$ cat src/bpq_pkg.sv
// Package for the bounded pending queue: sizes, payload structs, codes and
// the ring address helper. Used by the top level and the checker; depends on nothing.
package bpq_pkg;

   // Built depth of the queue and width of a stored handle.
   localparam int QUEUE_DEPTH = 64;
   localparam int HANDLE_BITS = 16;

   // Fixed widths of the interface fields.
   localparam int MODE_W   = 2;
   localparam int STATUS_W = 2;
   localparam int LEN_W    = 7;
   localparam int LIMIT_W  = 7;

   // Derived widths: ring pointer, and a count that can hold the depth itself.
   localparam int PTR_W = $clog2(QUEUE_DEPTH);
   localparam int CNT_W = $clog2(QUEUE_DEPTH + 1);
   localparam int CMP_W = (CNT_W > LIMIT_W) ? CNT_W : LIMIT_W;

   localparam logic [LIMIT_W-1:0] MAX_PENDING_RESET = LIMIT_W'(64);

   typedef enum logic [MODE_W-1:0] {
      MODE_ADD    = 2'd0,
      MODE_TAKE   = 2'd1,
      MODE_REMOVE = 2'd2
   } mode_type;

   typedef enum logic [STATUS_W-1:0] {
      STATUS_OK        = 2'd0,
      STATUS_FULL      = 2'd1,
      STATUS_EMPTY     = 2'd2,
      STATUS_NOT_FOUND = 2'd3
   } status_type;

   typedef struct packed {
      mode_type                mode;
      logic [HANDLE_BITS-1:0]  task_handle;
   } req_type;

   typedef struct packed {
      status_type              status;
      logic [HANDLE_BITS-1:0]  taken_handle;
      logic [LEN_W-1:0]        queue_length;
   } rsp_type;

   // Adds an offset of at most the depth to a ring position and wraps it back
   // into the ring. The sum stays below twice the depth, so one subtract will do.
   function automatic logic [PTR_W-1:0] ring_add(input logic [PTR_W-1:0] base,
                                                 input logic [CNT_W-1:0] off);
      logic [CNT_W:0] sum;
      sum = (CNT_W + 1)'(base) + (CNT_W + 1)'(off);
      if (sum >= (CNT_W + 1)'(QUEUE_DEPTH)) begin
         sum = sum - (CNT_W + 1)'(QUEUE_DEPTH);
      end
      return sum[PTR_W-1:0];
   endfunction

endpackage

$ cat src/bpq_ram.sv
// Generic single-port-write, single-port-read RAM with a registered read.
// Stand-alone; width and depth come in as parameters.
module bpq_ram #(
   parameter int WIDTH = 16,
   parameter int DEPTH = 64
) (
   input  logic                     clock,
   input  logic                     wr_en,
   input  logic [$clog2(DEPTH)-1:0] wr_addr,
   input  logic [WIDTH-1:0]         wr_data,
   input  logic [$clog2(DEPTH)-1:0] rd_addr,
   output logic [WIDTH-1:0]         rd_data
);

   logic [WIDTH-1:0] mem_ff [DEPTH];
   logic [WIDTH-1:0] rd_data_ff;

   always_ff @(posedge clock) begin
      if (wr_en) begin
         mem_ff[wr_addr] <= wr_data;
      end
      rd_data_ff <= mem_ff[rd_addr];
   end

   assign rd_data = rd_data_ff;

endmodule

$ cat src/bounded_pending_queue_with_removal_top.sv
// Top level of the bounded pending queue with removal by handle.
// Depends on bpq_pkg and on the bpq_ram storage instance.

// The block keeps an ordered queue of task handles, oldest first, in a ring
// held in one RAM (QUEUE_DEPTH entries, registered read), with a
// head pointer and a length counter in flip-flops. Each request transfer on
// the req_ channel (add at tail, take oldest, or remove the oldest matching
// handle) yields exactly one response transfer on the rsp_ channel carrying
// a status, the taken handle (zero unless a take succeeded) and the new
// length. Requests are handled one at a time. An add, an unused mode, a take
// from an empty queue and a remove from an empty queue go from the request
// transfer straight to the result register and the done state; a successful
// take first waits in the take state for the RAM read of the head entry.
// A remove walks the queue from the head, one entry per cycle, until it finds
// the handle, then closes the gap by copying each later entry down one place,
// again one per cycle. The pace of a remove is set by the single read port of
// the RAM. The response register stands between the two sides: a new request
// is taken while the previous response is still stalled, and only the
// hand-over of the next finished response waits for it. The RAM needs no
// clearing pass after reset, since no entry is read before it has been
// written. The limit max_pending is written through the csr_ channel while
// the block is idle; an add into an empty queue is always accepted, and the
// length never exceeds QUEUE_DEPTH whatever the limit says.
module bounded_pending_queue_with_removal_top
   import bpq_pkg::*;
(
   input  logic               clock,
   input  logic               reset,

   input  logic               req_valid,
   output logic               req_stall,
   input  req_type            req_data,

   output logic               rsp_valid,
   input  logic               rsp_stall,
   output rsp_type            rsp_data,

   input  logic               csr_valid,
   output logic               csr_ready,
   input  logic [LIMIT_W-1:0] csr_data
);

   typedef enum logic [2:0] {
      ST_IDLE,
      ST_TAKE,
      ST_SEARCH,
      ST_SHIFT,
      ST_DONE
   } state_type;

   // Control state.
   state_type            state_ff,       state_in;
   logic [PTR_W-1:0]     head_ff,        head_in;
   logic [CNT_W-1:0]     count_ff,       count_in;
   logic [LIMIT_W-1:0]   max_pending_ff, max_pending_in;
   logic [CNT_W-1:0]     idx_ff,         idx_in;
   logic                 pend_ff,        pend_in;
   logic                 rsp_valid_ff,   rsp_valid_in;

   // Payload registers.
   logic [CNT_W-1:0]       pend_idx_ff, pend_idx_in;
   logic [HANDLE_BITS-1:0] handle_ff,   handle_in;
   rsp_type                res_ff,      res_in;
   rsp_type                rsp_data_ff, rsp_data_in;

   // RAM port signals.
   logic                   ram_wr_en;
   logic [PTR_W-1:0]       ram_wr_addr;
   logic [HANDLE_BITS-1:0] ram_wr_data;
   logic [PTR_W-1:0]       ram_rd_addr;
   logic [HANDLE_BITS-1:0] ram_rd_data;

   logic req_fire;
   logic queue_full;
   logic rsp_free;

   bpq_ram #(
      .WIDTH (HANDLE_BITS),
      .DEPTH (QUEUE_DEPTH)
   ) u_store (
      .clock   (clock),
      .wr_en   (ram_wr_en),
      .wr_addr (ram_wr_addr),
      .wr_data (ram_wr_data),
      .rd_addr (ram_rd_addr),
      .rd_data (ram_rd_data)
   );

   assign req_stall = (state_ff != ST_IDLE);
   assign req_fire  = req_valid && !req_stall;
   assign csr_ready = (state_ff == ST_IDLE);
   assign rsp_valid = rsp_valid_ff;
   assign rsp_data  = rsp_data_ff;
   assign rsp_free  = !rsp_valid_ff || !rsp_stall;

   // The queue is full at the programmed limit or at the built depth,
   // whichever comes first.
   assign queue_full = (CMP_W'(count_ff) >= CMP_W'(max_pending_ff)) ||
                       (count_ff >= CNT_W'(QUEUE_DEPTH));

   // The read port always looks at the entry idx_ff places behind the head.
   // In idle idx_ff is zero, so a take finds the head entry waiting for it
   // in the RAM read register as the block enters the take state.
   assign ram_rd_addr = ring_add(head_ff, idx_ff);

   always_comb begin
      state_in       = state_ff;
      head_in        = head_ff;
      count_in       = count_ff;
      max_pending_in = max_pending_ff;
      idx_in         = idx_ff;
      pend_in        = 1'b0;
      pend_idx_in    = pend_idx_ff;
      handle_in      = handle_ff;
      res_in         = res_ff;
      rsp_data_in    = rsp_data_ff;
      rsp_valid_in   = rsp_valid_ff && rsp_stall;
      ram_wr_en      = 1'b0;
      ram_wr_addr    = ring_add(head_ff, count_ff);
      ram_wr_data    = req_data.task_handle;

      if (csr_valid && csr_ready) begin
         max_pending_in = csr_data;
      end

      case (state_ff)
         ST_IDLE: begin
            idx_in = '0;
            if (req_fire) begin
               handle_in           = req_data.task_handle;
               res_in.status       = STATUS_OK;
               res_in.taken_handle = '0;
               res_in.queue_length = LEN_W'(count_ff);
               state_in            = ST_DONE;
               case (req_data.mode)
                  MODE_ADD: begin
                     if (count_ff == '0 || !queue_full) begin
                        // An empty queue takes the handle whatever the limit.
                        ram_wr_en           = 1'b1;
                        count_in            = count_ff + CNT_W'(1);
                        res_in.queue_length = LEN_W'(count_ff + CNT_W'(1));
                     end else begin
                        res_in.status = STATUS_FULL;
                     end
                  end
                  MODE_TAKE: begin
                     if (count_ff == '0) begin
                        res_in.status = STATUS_EMPTY;
                     end else begin
                        state_in = ST_TAKE;
                     end
                  end
                  MODE_REMOVE: begin
                     if (count_ff == '0) begin
                        res_in.status = STATUS_NOT_FOUND;
                     end else begin
                        state_in = ST_SEARCH;
                     end
                  end
                  default: begin
                     // The unused mode changes nothing and reports success.
                     res_in.status = STATUS_OK;
                  end
               endcase
            end
         end

         ST_TAKE: begin
            res_in.status       = STATUS_OK;
            res_in.taken_handle = ram_rd_data;
            res_in.queue_length = LEN_W'(count_ff - CNT_W'(1));
            head_in             = ring_add(head_ff, CNT_W'(1));
            count_in            = count_ff - CNT_W'(1);
            state_in            = ST_DONE;
         end

         ST_SEARCH: begin
            // One read is issued per cycle; its data is compared in the next cycle.
            if (idx_ff < count_ff) begin
               pend_in     = 1'b1;
               pend_idx_in = idx_ff;
               idx_in      = idx_ff + CNT_W'(1);
            end
            if (pend_ff && ram_rd_data == handle_ff) begin
               // Found: the read just issued is dropped, and the copy-down
               // starts at the entry after the match.
               pend_in  = 1'b0;
               idx_in   = pend_idx_ff + CNT_W'(1);
               state_in = ST_SHIFT;
            end else if (!pend_ff && idx_ff >= count_ff) begin
               res_in.status       = STATUS_NOT_FOUND;
               res_in.taken_handle = '0;
               res_in.queue_length = LEN_W'(count_ff);
               state_in            = ST_DONE;
            end
         end

         ST_SHIFT: begin
            // Each entry read last cycle is written one place nearer the head.
            // The write always lands two places below the read issued in the
            // same cycle, and reads only move upwards, so no entry is read
            // after it has been overwritten here.
            if (pend_ff) begin
               ram_wr_en   = 1'b1;
               ram_wr_addr = ring_add(head_ff, pend_idx_ff - CNT_W'(1));
               ram_wr_data = ram_rd_data;
            end
            if (idx_ff < count_ff) begin
               pend_in     = 1'b1;
               pend_idx_in = idx_ff;
               idx_in      = idx_ff + CNT_W'(1);
            end else if (!pend_ff) begin
               res_in.status       = STATUS_OK;
               res_in.taken_handle = '0;
               res_in.queue_length = LEN_W'(count_ff - CNT_W'(1));
               count_in            = count_ff - CNT_W'(1);
               state_in            = ST_DONE;
            end
         end

         ST_DONE: begin
            idx_in = '0;
            if (rsp_free) begin
               rsp_valid_in = 1'b1;
               rsp_data_in  = res_ff;
               state_in     = ST_IDLE;
            end
         end

         default: begin
            state_in = ST_IDLE;
         end
      endcase
   end

   always_ff @(posedge clock) begin
      if (reset) begin
         state_ff       <= ST_IDLE;
         head_ff        <= '0;
         count_ff       <= '0;
         max_pending_ff <= MAX_PENDING_RESET;
         idx_ff         <= '0;
         pend_ff        <= 1'b0;
         rsp_valid_ff   <= 1'b0;
      end else begin
         state_ff       <= state_in;
         head_ff        <= head_in;
         count_ff       <= count_in;
         max_pending_ff <= max_pending_in;
         idx_ff         <= idx_in;
         pend_ff        <= pend_in;
         rsp_valid_ff   <= rsp_valid_in;
      end
      pend_idx_ff <= pend_idx_in;
      handle_ff   <= handle_in;
      res_ff      <= res_in;
      rsp_data_ff <= rsp_data_in;
   end

endmodule

$ cat config.mk
export PLATFORM = sky130hd
export DESIGN_NAME = bounded_pending_queue_with_removal_top
export DESIGN_NICKNAME = d
export VERILOG_FILES = /design/src/bpq_pkg.sv /design/src/bpq_ram.sv /design/src/bounded_pending_queue_with_removal_top.sv
export SDC_FILE = /design/constraint.sdc
export NUM_CORES = 1
export LEC_CHECK = 0
export ABC_AREA = 1
export BUFFER_PORTS_ARGS = -buffer_cell sky130_fd_sc_hd__buf_4
export CORE_ASPECT_RATIO = 2
export CORE_UTILIZATION = 46
export DETAILED_ROUTE_END_ITERATION = 12
export SYNTH_ARGS = -nofsm -noshare
export SYNTH_HDL_FRONTEND = slang
export SYNTH_HIERARCHICAL = 1
export SYNTH_SLANG_ARGS = --single-unit
$ cat constraint.sdc
create_clock -name clock -period 6.47 [get_ports clock]
set_input_delay 1.941 -clock clock [delete_from_list [all_inputs] [get_ports clock]]
set_output_delay 1.941 -clock clock [all_outputs]
set_load 0.05 [all_outputs]
# Word-level counts from Yosys, hierarchy flattened
# Memory sizes are Yosys's and may differ from the RTL's. A register that Yosys moved wholly into a read port is not among the register bits.
# Cells that the tools add are included.
[totals] memories=1 word_cells=128 out_inout_bits=28 reg_bits=105 ram_bits=1024
[classes] order_cmp=8 add_sub_neg=13 n_reduce_logical=28 eq_ne=14 muxes=49
[memory_table] name="u_store.mem_ff" words=64 width=16 read_ports=1 rd_clocked_by_memory_dff=1 write_ports=1 line_no="bpq_ram.sv:15" source="logic [WIDTH-1:0] mem_ff [DEPTH];"
[op_table] cell="$mux 25" count=5
[op_table] cell="$pmux 25 s4" count=1
[op_table] cell="$mux 7" count=7
[op_table] cell="$pmux 7 s3" count=2
[op_table] cell="$mux 6" count=6
[op_table] cell="$mux 16" count=2
[op_table] cell="$add 6x7->8" count=3
[op_table] cell="$ge 8x7->1 const B" count=3
[op_table] cell="$mux 3" count=8
[op_table] cell="$sub 6x1->6 const B" count=4
[op_table] cell="$add 7x1->7 const B" count=3
[op_table] cell="$eq 16x16->1" count=1
[op_table] cell="$pmux 3 s5" count=1
[op_table] cell="$ge 7x7->1" count=2
[op_table] cell="$ge 7x7->1 const B" count=2
[op_table] cell="$sub 7x1->7 const B" count=2
[op_table] cell="$mux 1" count=11
[op_table] cell="$ne 2x2->1 const B" count=5
[op_table] cell="$reduce_bool 3->1" count=3
[op_table] cell="$add 6x1->7 const B" count=1
[op_table] cell="$logic_not 7->1" count=1
[op_table] cell="$lt 7x7->1" count=1
[op_table] cell="$eq 3x2->1 const B" count=2
[op_table] cell="$pmux 2 s3" count=1
[op_table] cell="other kinds (20)" count=35

# Longest topological paths before layout
# Gate-level depths: netlist of the first run.
[logic_depth] word_depth=10 mapped_depth=16 mapped_depth_nobuf=16

# Cells and area by module
# The synthesis of the first run kept the hierarchy.
[modules_own_cells] mod="bpq_ram" seq_area_each_um2=31069.8 cells_per_inst=3517 area_each_um2=42099.1 n_inst=1
[modules_own_cells] mod="bounded_pending_queue_with_removal_top" seq_area_each_um2=2832.7 cells_per_inst=729 area_each_um2=6124.6 n_inst=1

# Worst setup path before layout of the first run
# Ideal clock, no wire load.
[synth_path] kind="input-to-reg" startpoint="input req_data[16] (netlist bit)" endpoint="memory u_store.mem_ff[48][0] (enable)" n_path_buf=1 stages=7 setup_ps=431 arrival_ps=4697 setup_slack_ps=1343 cell_sequence="inv_1 > ha_1 > nand2_1 > o31ai_1 > clkbuf_1 > nand4_1 > nor4_1"
[synth_via] elab_chain_cells=6
[synth_lines] item="start, declared" line_no="bounded_pending_queue_with_removal_top.sv:32" source="input req_type req_data,"
[synth_lines] item="$logic_not 2->1" line_no="bounded_pending_queue_with_removal_top.sv:135" source="case (req_data.mode)"
[synth_lines] item="$mux 1" line_no="bounded_pending_queue_with_removal_top.sv:135"
[synth_lines] item="$mux 1" line_no="bounded_pending_queue_with_removal_top.sv:129" source="if (req_fire) begin"
[synth_lines] item="$pmux 1 s2" line_no="bounded_pending_queue_with_removal_top.sv:126" source="case (state_ff)"
[synth_lines] item="via ram_wr_en" line_no="bounded_pending_queue_with_removal_top.sv:67" source="logic ram_wr_en;"
[synth_lines] item="$mux 1" line_no="bpq_ram.sv:19" source="if (wr_en) begin"
[synth_lines] item="$mux 1 (not written as such)" line_no="bpq_ram.sv:20" source="mem_ff[wr_addr] <= wr_data;"
[synth_lines] item="end, declared" line_no="bpq_ram.sv:15"
# The timed path passes the listed nets, and every way through them passes these cells.

# Worst setup path after layout of the first run
[layout_path] startpoint="register head_ff[1]" endpoint="register u_store.rd_data_ff[10] (netlist: u_store/rd_data[10]), read port of u_store.mem_ff"
[layout_via] elab_chain_cells=3 elab_cells_between_ends=4 classes_between="add/sub (2); order compare (1); mux (1)"
[layout_lines] item="start, declared" line_no="bounded_pending_queue_with_removal_top.sv:53" source="logic [PTR_W-1:0] head_ff, head_in;"
[layout_lines] item="start signal, assigned" line_no="bounded_pending_queue_with_removal_top.sv:247" source="head_ff <= head_in;"
[layout_lines] item="$add 6x7->8 *" line_no="bpq_pkg.sv:51" source="sum = (CNT_W + 1)'(base) + (CNT_W + 1)'(off);"
[layout_lines] item="$ge 8x7->1 or $sub 6x1->6 (tied branches)" line_no="bpq_pkg.sv:52, bpq_pkg.sv:53"
[layout_lines] item="$mux 6 *" line_no="bpq_pkg.sv:52" source="if (sum >= (CNT_W + 1)'(QUEUE_DEPTH)) begin"
[layout_lines] item="via ram_rd_addr[1]" line_no="bounded_pending_queue_with_removal_top.sv:70" source="logic [PTR_W-1:0] ram_rd_addr;"
[layout_lines] item="end, declared" line_no="bpq_ram.sv:16" source="logic [WIDTH-1:0] rd_data_ff;"
# Mark *: on every way through the listed nets, which the timed path passes. The rest lies on a longest branch.
# A chain may end at the register's enable or synchronous reset.

==> results of run 1 <==
-- critical path, stage by stage (launching register included) --
cell and delay [ns]:
dfxtp_1 0.53, inv_1 0.18, fa_1 0.68, inv_8 0.17, inv_8 0.72, buf_4 0.80, nand3_1 0.24, nand3_1 0.17
nand2_1 0.11, nand2_1 0.07, nand3_1 0.18, nand3_1 0.25, nand2_1 0.11
-- placed cells by master (no fill, tap or decap), types with 2 or more instances in the layout --
| cell type | n |
|---|---|
| bufinv_16 | 12 |
| o21ai_0 | 29 |
| xor2_1 | 19 |
| clkinv_2 | 19 |
| nand4_1 | 13 |
| inv_4 | 2 |
| buf_4 | 176 |
| nand2_4 | 3 |
| or2_2 | 3 |
| dfxtp_1 | 48 |
| clkinv_4 | 4 |
| nand2_1 | 1465 |
| a21oi_1 | 49 |
| fa_1 | 3 |
| nand3_1 | 930 |
| xnor2_1 | 8 |
| ha_1 | 38 |
| clkbuf_8 | 3 |
| buf_12 | 2 |
| o21ai_4 | 16 |
| nor2_2 | 7 |
| inv_1 | 93 |
| inv_2 | 11 |
| nand2_2 | 3 |
| nor4_2 | 8 |
| clkinvlp_4 | 6 |
| inv_6 | 4 |
| clkbuf_1 | 18 |
| clkbuf_16 | 98 |
| o31ai_1 | 2 |
| o21ai_1 | 13 |
| clkinv_1 | 14 |
| o22ai_1 | 3 |
| nor2_1 | 113 |
| nand3b_1 | 4 |
| nor2_4 | 4 |
| inv_8 | 2 |
| nor3_1 | 6 |
| edfxtp_1 | 1097 |
| diode_2 | 3 |
-- flip-flops by register name, summed over array words and instances (netlist names) --
name             cells
u_store/mem_ff    1024
res_ff              25
rsp_data            25
handle_ff           16
u_store/rd_data     16
count_ff             7
idx_ff               7
max_pending_ff       7
pend_idx_ff          7
head_ff              6
state_ff             3
pend_ff              1
rsp_valid            1
-- layout make-up --
cell class	count	area, µm²	area share (%)
tap	1352	1690	3.17
clock inverter	59	636	1.19
multi-input combinational	2753	12700	23.8
antenna	3	7.51	0.0141
sequential	1145	33900	63.6
timing repair buffer	178	1360	2.55
clock buffer	119	2560	4.81
inverter	110	449	0.843
-- cells by family (layout without fill, tap and decap cells) --
family	count (synthesis)	in the layout	share of synthesized area [%]
AND/OR/NAND/NOR	2563	2563	22.8
flip-flops	1145	1145	70.3
buffers and inverters	348	466	3.97
AO/OA/AOI/OAI	118	118	1.28
adder cells (fa/ha/maj)	42	42	1.14
XOR/XNOR	30	30	0.545
other	0	3	0
-- per-layer routing --
metal | up-vias | global-route usage (%) | part of all wire (%)
li1 | 14900 | - | -
met1 | 15600 | 30.3 | 33
met2 | 1356 | 50.5 | 52
met3 | 435 | 4.09 | 5.8
met4 | 0 | 24.9 | 9.8
met5 | - | 0 | 0
-- power by group --
part	leakage [nW]	total [mW]	internal, mW	switching [mW]
Sequential	10.3	8.57	8.36	0.213
Combinational	7.63	4.74	1.12	3.62
Clock	1.56	6.02	3.31	2.71
-- through the flow --
stage | power, mW | utilization, % | instances | instance area [µm²] | hold slack [ns]
2_1_floorplan | 11.7 | - | 4246 | 48200 | 0.400
3_3_place_gp | 13.3 | 48.3 | 5538 | 50100 | 0.401
3_5_place_dp | 13.4 | 48.3 | 5538 | 50100 | 0.406
4_1_cts | 19.3 | 51.4 | 5716 | 53300 | 0.414
5_1_grt | 20.0 | 51.4 | 5719 | 53300 | 0.431
6_report | 19.3 | 51.4 | 5719 | 53300 | 0.417
-- how the worst max path moves through the flow --
stage	slack, ns	to	from	depth (start not counted)
detailed placement	1.59	u_store/mem_ff[45][7]	req_data[16]	9
floorplan	1.34	u_store/mem_ff[48][0]	req_data[16]	7
finish	2.00	u_store/rd_data[10]	head_ff[1]	12
global route	1.83	u_store/rd_data[10]	head_ff[1]	12
global placement	1.61	u_store/mem_ff[44][10]	req_data[16]	9
CTS	2.08	u_store/rd_data[10]	head_ff[1]	12
==> metrics.txt, run 1 <==
status=complete, no violations; total track usage=between 20 and 30%; Distinct cells, synth=44; Critical Path Sink Type=register; period utilization=69.1%; clk slew on worst S/H paths=approximately 0.07 ns; post-synthesis cell count=~4200; Vias per Instance=5.63; Syn Area/Cell=between 10 and 15 µm²; Synth Cell Area=between 40000 and 50000 µm²; share of cells above drive strength 1=about 9.0%; Synth async-reset ratio=0%; initial core utilization=a little under half; average wire per standard cell=around 27 µm; Post-CTS Hold Fix Bufs=0; Yosys top cell area share=68.3%; Fill cells=between 9000 and 10000; Post-CTS Setup Inserts=0; Post-Syn Nets=about 4300; max_slew headroom=12.5%; DR vias=32200; fmax=approximately 220 MHz; EDFF count, synth=about 1100; final antenna-violating net count=0; number of H-tree levels=3; clk buf depth=3; Die Area=between 100000 and 150000 µm²; clock latency on the worst-skew pair=0.72 ns; Yosys Warn Count=6; Hold Crit Class=reg -> reg; total CTS buffers=96; placed wire-length estimate=around 97000 µm; Peak VDD IR=0.314 mV; # DRC=0; min-delay src=res_ff[6]; final slew viol count=0; CTS root buffer=clkbuf_16; largest net degree at the start of global routing=~270; type of the worst setup path=reg -> reg; Synth Flop Type=edfxtp_1; pwr dens=around 360 nW/µm²; RR Endpoint=u_store/rd_data[10]; clock sinks=1145; top-level I/O count=58; # port buffers=57; post-route clock skew=between 0.02 and 0.025 ns; Reg2Reg Depth=12; 1st-pass router iterations=7; critical path startpoint category=register; Reg2Reg Setup Slack=approximately 2 ns; worst setup margin=around 2 ns; hold path endpoint=rsp_data[6]; Final TNS setup=0 ns; die height=approximately 460 µm; Post-CTS Resized=0; actual slew at the worst max-slew pin=between 1 and 1.5 ns; TritonCTS clock tree=yes; # setup viols final=0; count leader, synth=nand2_1; worst hold stages=0; # rows=about 170; 1st-iter DRT viols=between 3000 and 4000; RSZ-0062 raised after global routing=no; crit path max fanout=between 100 and 150; Nets=4356; via count of the first global-routing pass=around 31000; setup slack at placement=around 1.6 ns; min Tclk post-route=4.47 ns; synth-to-layout area growth=10.5%; Yosys reg bits=about 1100; Final GP Congestion=approximately 0.97; Hold Fails Final Rpt=0; crit path DAT=5.06 ns; final WL=approximately 150000 µm; initial antenna violation count=4; Synth area leaders=edfxtp_1, nand2_1, nand3_1, dfxtp_1, buf_2; first-pass GRT wire length=about 220000 µm; sequential cell area fraction in the yosys report=between 70% and 80%; Max Cap Viol=0; largest area contributor in the netlist=edfxtp_1; worst flop-to-flop path startpoint=head_ff[1]; Die Wd=around 230 µm; WP data required=about 7.1 ns; Post-synth top cells=nand2_1, edfxtp_1, nand3_1; Core ar.=between 100000 and 150000 µm²; Pleak=a little under 20 nW; GR Overflow Total=0
No activity file was read; power rests on OpenSTA's default activity.
==> run 2: changes to the inputs <==
==> constraint.sdc (replaced) <==
create_clock -name clock -period 3.8 [get_ports clock]
set_input_delay 1.14 -clock clock [delete_from_list [all_inputs] [get_ports clock]]
set_output_delay 1.14 -clock clock [all_outputs]
set_load 0.05 [all_outputs]
==> metrics.txt, run 2 (synthesis results as in run 1) <==
status=complete, no violations (unchanged); RSZ-0062 raised after global routing=no (unchanged); average wire per standard cell=25.5 µm (was 26.7 µm); min Tclk post-route=3.53 ns (was 4.47 ns); crit path cell chain=inv_1 -> ha_1 -> nor2_1 -> o21ai_0 -> nand2_1 -> nand3_1 -> nand2_4 -> nand2_1 -> o31ai_1 -> buf_4 -> nand4_1 -> buf_4 -> nor2_1 -> buf_4 (was inv_1 -> fa_1 -> inv_8 -> inv_8 -> buf_4 -> nand3_1 -> nand3_1 -> nand2_1 -> nand2_1 -> nand3_1 -> nand3_1 -> nand2_1); initial antenna violation count=2 (was 4); post-route clock skew=0.0418 ns (was 0.0239 ns); most frequent cells in the layout=nand2_1, edfxtp_1, nand3_1 (unchanged); total track usage=27.9% (was 28.9%); Hold Fails Final Rpt=0 (unchanged); Post-CTS Setup Inserts=0 (unchanged); clk buf depth=3 (unchanged); Reg2Reg Setup Slack=0.27 ns (was 2.00 ns); Core Util, Final=52.2% (was 51.4%); slowest CP cell=dfxtp_1 (was buf_4); Finished Layout Cells=5759 (was 5719); RR Endpoint=u_store/mem_ff[1][8] (was u_store/rd_data[10]); Final Hold Slack=0.417 ns (about the same); worst flop-to-flop path startpoint=count_ff[0] (was head_ff[1]); # port buffers=57 (unchanged); commonest non-fill, non-tap cell in the layout=nand2_1 (unchanged); WP depth=14 (was 12); period utilization=92.9% (was 69.1%); crit path capture=u_store/mem_ff[1][8] (was u_store/rd_data[10]); max_slew headroom=25.8% (was 12.5%); clock latency on the worst-skew pair=0.74 ns (was 0.72 ns); placed wire-length estimate=94900 µm (was 97000 µm); critical path startpoint category=register (unchanged); Die Wd=231 µm (unchanged); clock sinks=1145 (unchanged); GR Overflow Total=0 (unchanged); max incr delay on CP=0.46 ns (was 0.80 ns); share of cells above drive strength 1=9.83% (was 9.03%); # setup viols final=0 (unchanged); Fill cells=9062 (was 9090); Hold Crit Class=reg -> reg (unchanged); DR vias=32400 (was 32200); first-pass GRT wire length=211000 µm (was 217000 µm); initial core utilization=46.5% (unchanged); fmax=283 MHz (was 224 MHz); Post-CTS Resized=0 (unchanged); pwr dens=607 nW/µm² (was 363 nW/µm²); Final GP Congestion=0.952 (was 0.966); Critical Path Source=count_ff[0] (was head_ff[1]); 1st-iter DRT viols=3083 (was 3447); number of H-tree levels=3 (unchanged); max reg flops=1024 (unchanged); via count of the first global-routing pass=31500 (was 31200); type of the worst setup path=reg -> reg (unchanged); # rows=167 (unchanged); largest register by flop count=u_store/mem_ff (unchanged); # DRC=0 (unchanged); Worst path most repeated cell=buf_4 (was nand3_1); placed cell count=5587 (was 5538); die height=460 µm (unchanged); TritonCTS clock tree=yes (unchanged); top-level I/O count=58 (unchanged); Nets=4405 (was 4356); Max Cap Viol=0 (unchanged); Die Area=106000 µm² (unchanged); Post-CTS Hold Fix Bufs=0 (unchanged); synth-to-layout area growth=12.2% (was 10.5%); actual slew at the worst max-slew pin=1.11 ns (was 1.31 ns); clk slew on worst S/H paths=0.07 ns (about the same); final antenna-violating net count=0 (unchanged); crit path buf inv count=4 (unchanged); Vias per Instance=5.62 (was 5.63); 1st-pass router iterations=8 (was 7); delay-heaviest family, CP=simple AND/OR/NAND/NOR gates (was buffers and inverters); Reg2Reg Depth=14 (was 12); Pleak=19.9 nW (was 19.5 nW); CTS root buffer=clkbuf_16 (unchanged); total CTS buffers=96 (unchanged); Core ar.=104000 µm² (unchanged); final slew viol count=0 (unchanged); Critical Path Sink Type=register (unchanged); crit path DAT=3.95 ns (was 5.06 ns); crit path max fanout=16 (was 138); Peak VDD IR=0.388 mV (was 0.314 mV); final WL=147000 µm (was 153000 µm); largest net degree at the start of global routing=153 (was 273); WP data required=4.21 ns (was 7.06 ns)
[run 2: cell types whose count changed in the layout (fill, tap and decap cells not counted), moves of 3 or more]
cell / delta
clkinv_1: +3
buf_4: +12
clkinv_16: +5
clkinvlp_4: -3
clkinv_2: -5
bufinv_16: -3
buf_12: +37
[run 2: worst reg2reg max path, stage by stage, from the launching register on]
cell and delay [ns]:
dfxtp_1 0.46, inv_1 0.21, ha_1 0.33, nor2_1 0.09, o21ai_0 0.08, nand2_1 0.09, nand3_1 0.14, nand2_4 0.16
nand2_1 0.16, o31ai_1 0.27, buf_4 0.22, nand4_1 0.17, buf_4 0.24, nor2_1 0.26, buf_4 0.32
[run 2: where the power goes]
| part | internal [mW] | switching [mW] |
|---|---|---|
| combinational | 2.14 | 6.12 |
| clock | 5.40 | 4.65 |
| sequential | 14.2 | 0.289 |
[run 2: layer usage]
layer	part of all wire, %	global-route usage [%]	vias to the layer above
met2	53	50.9	1290
li1	-	-	15000
met3	5.0	3.08	368
met1	34	29.2	15700
met4	8.2	20.8	0
met5	0	0	-
[run 2: layout make-up]
cell class / count / area, µm² / area share [%]
timing repair buffer: 227 / 2190 / 4.05
tap: 1352 / 1690 / 3.13
inverter: 110 / 449 / 0.830
clock inverter: 54 / 642 / 1.19
sequential: 1145 / 33900 / 62.7
antenna: 1 / 2.50 / 0.00462
multi-input combinational: 2753 / 12700 / 23.5
clock buffer: 117 / 2520 / 4.66
[run 2: how the worst min path moves through the flow]
stage | start | end | slack (ns) | cells past startpoint
6_report | res_ff[2] | rsp_data[2] | 0.42 | 0
5_1_grt | res_ff[2] | rsp_data[2] | 0.42 | 0
4_1_cts | res_ff[2] | rsp_data[2] | 0.40 | 0
3_5_place_dp | res_ff[11] | rsp_data[11] | 0.41 | 0
3_3_place_gp | res_ff[2] | rsp_data[2] | 0.40 | 0
2_1_floorplan | res_ff[0] | rsp_data[0] | 0.40 | 0
[run 2: metrics by stage]
step	TNS [ns]	instance area, µm²	worst slack (ns)	total power [mW]
3_5_place_dp	0	50900	0.215	22.9
5_1_grt	0	54100	0.0612	34.0
3_3_place_gp	0	50900	0.210	22.9
2_1_floorplan	-312.57	48200	-0.575	19.9
6_report	0	54100	0.269	32.8
4_1_cts	0	54100	0.156	32.9
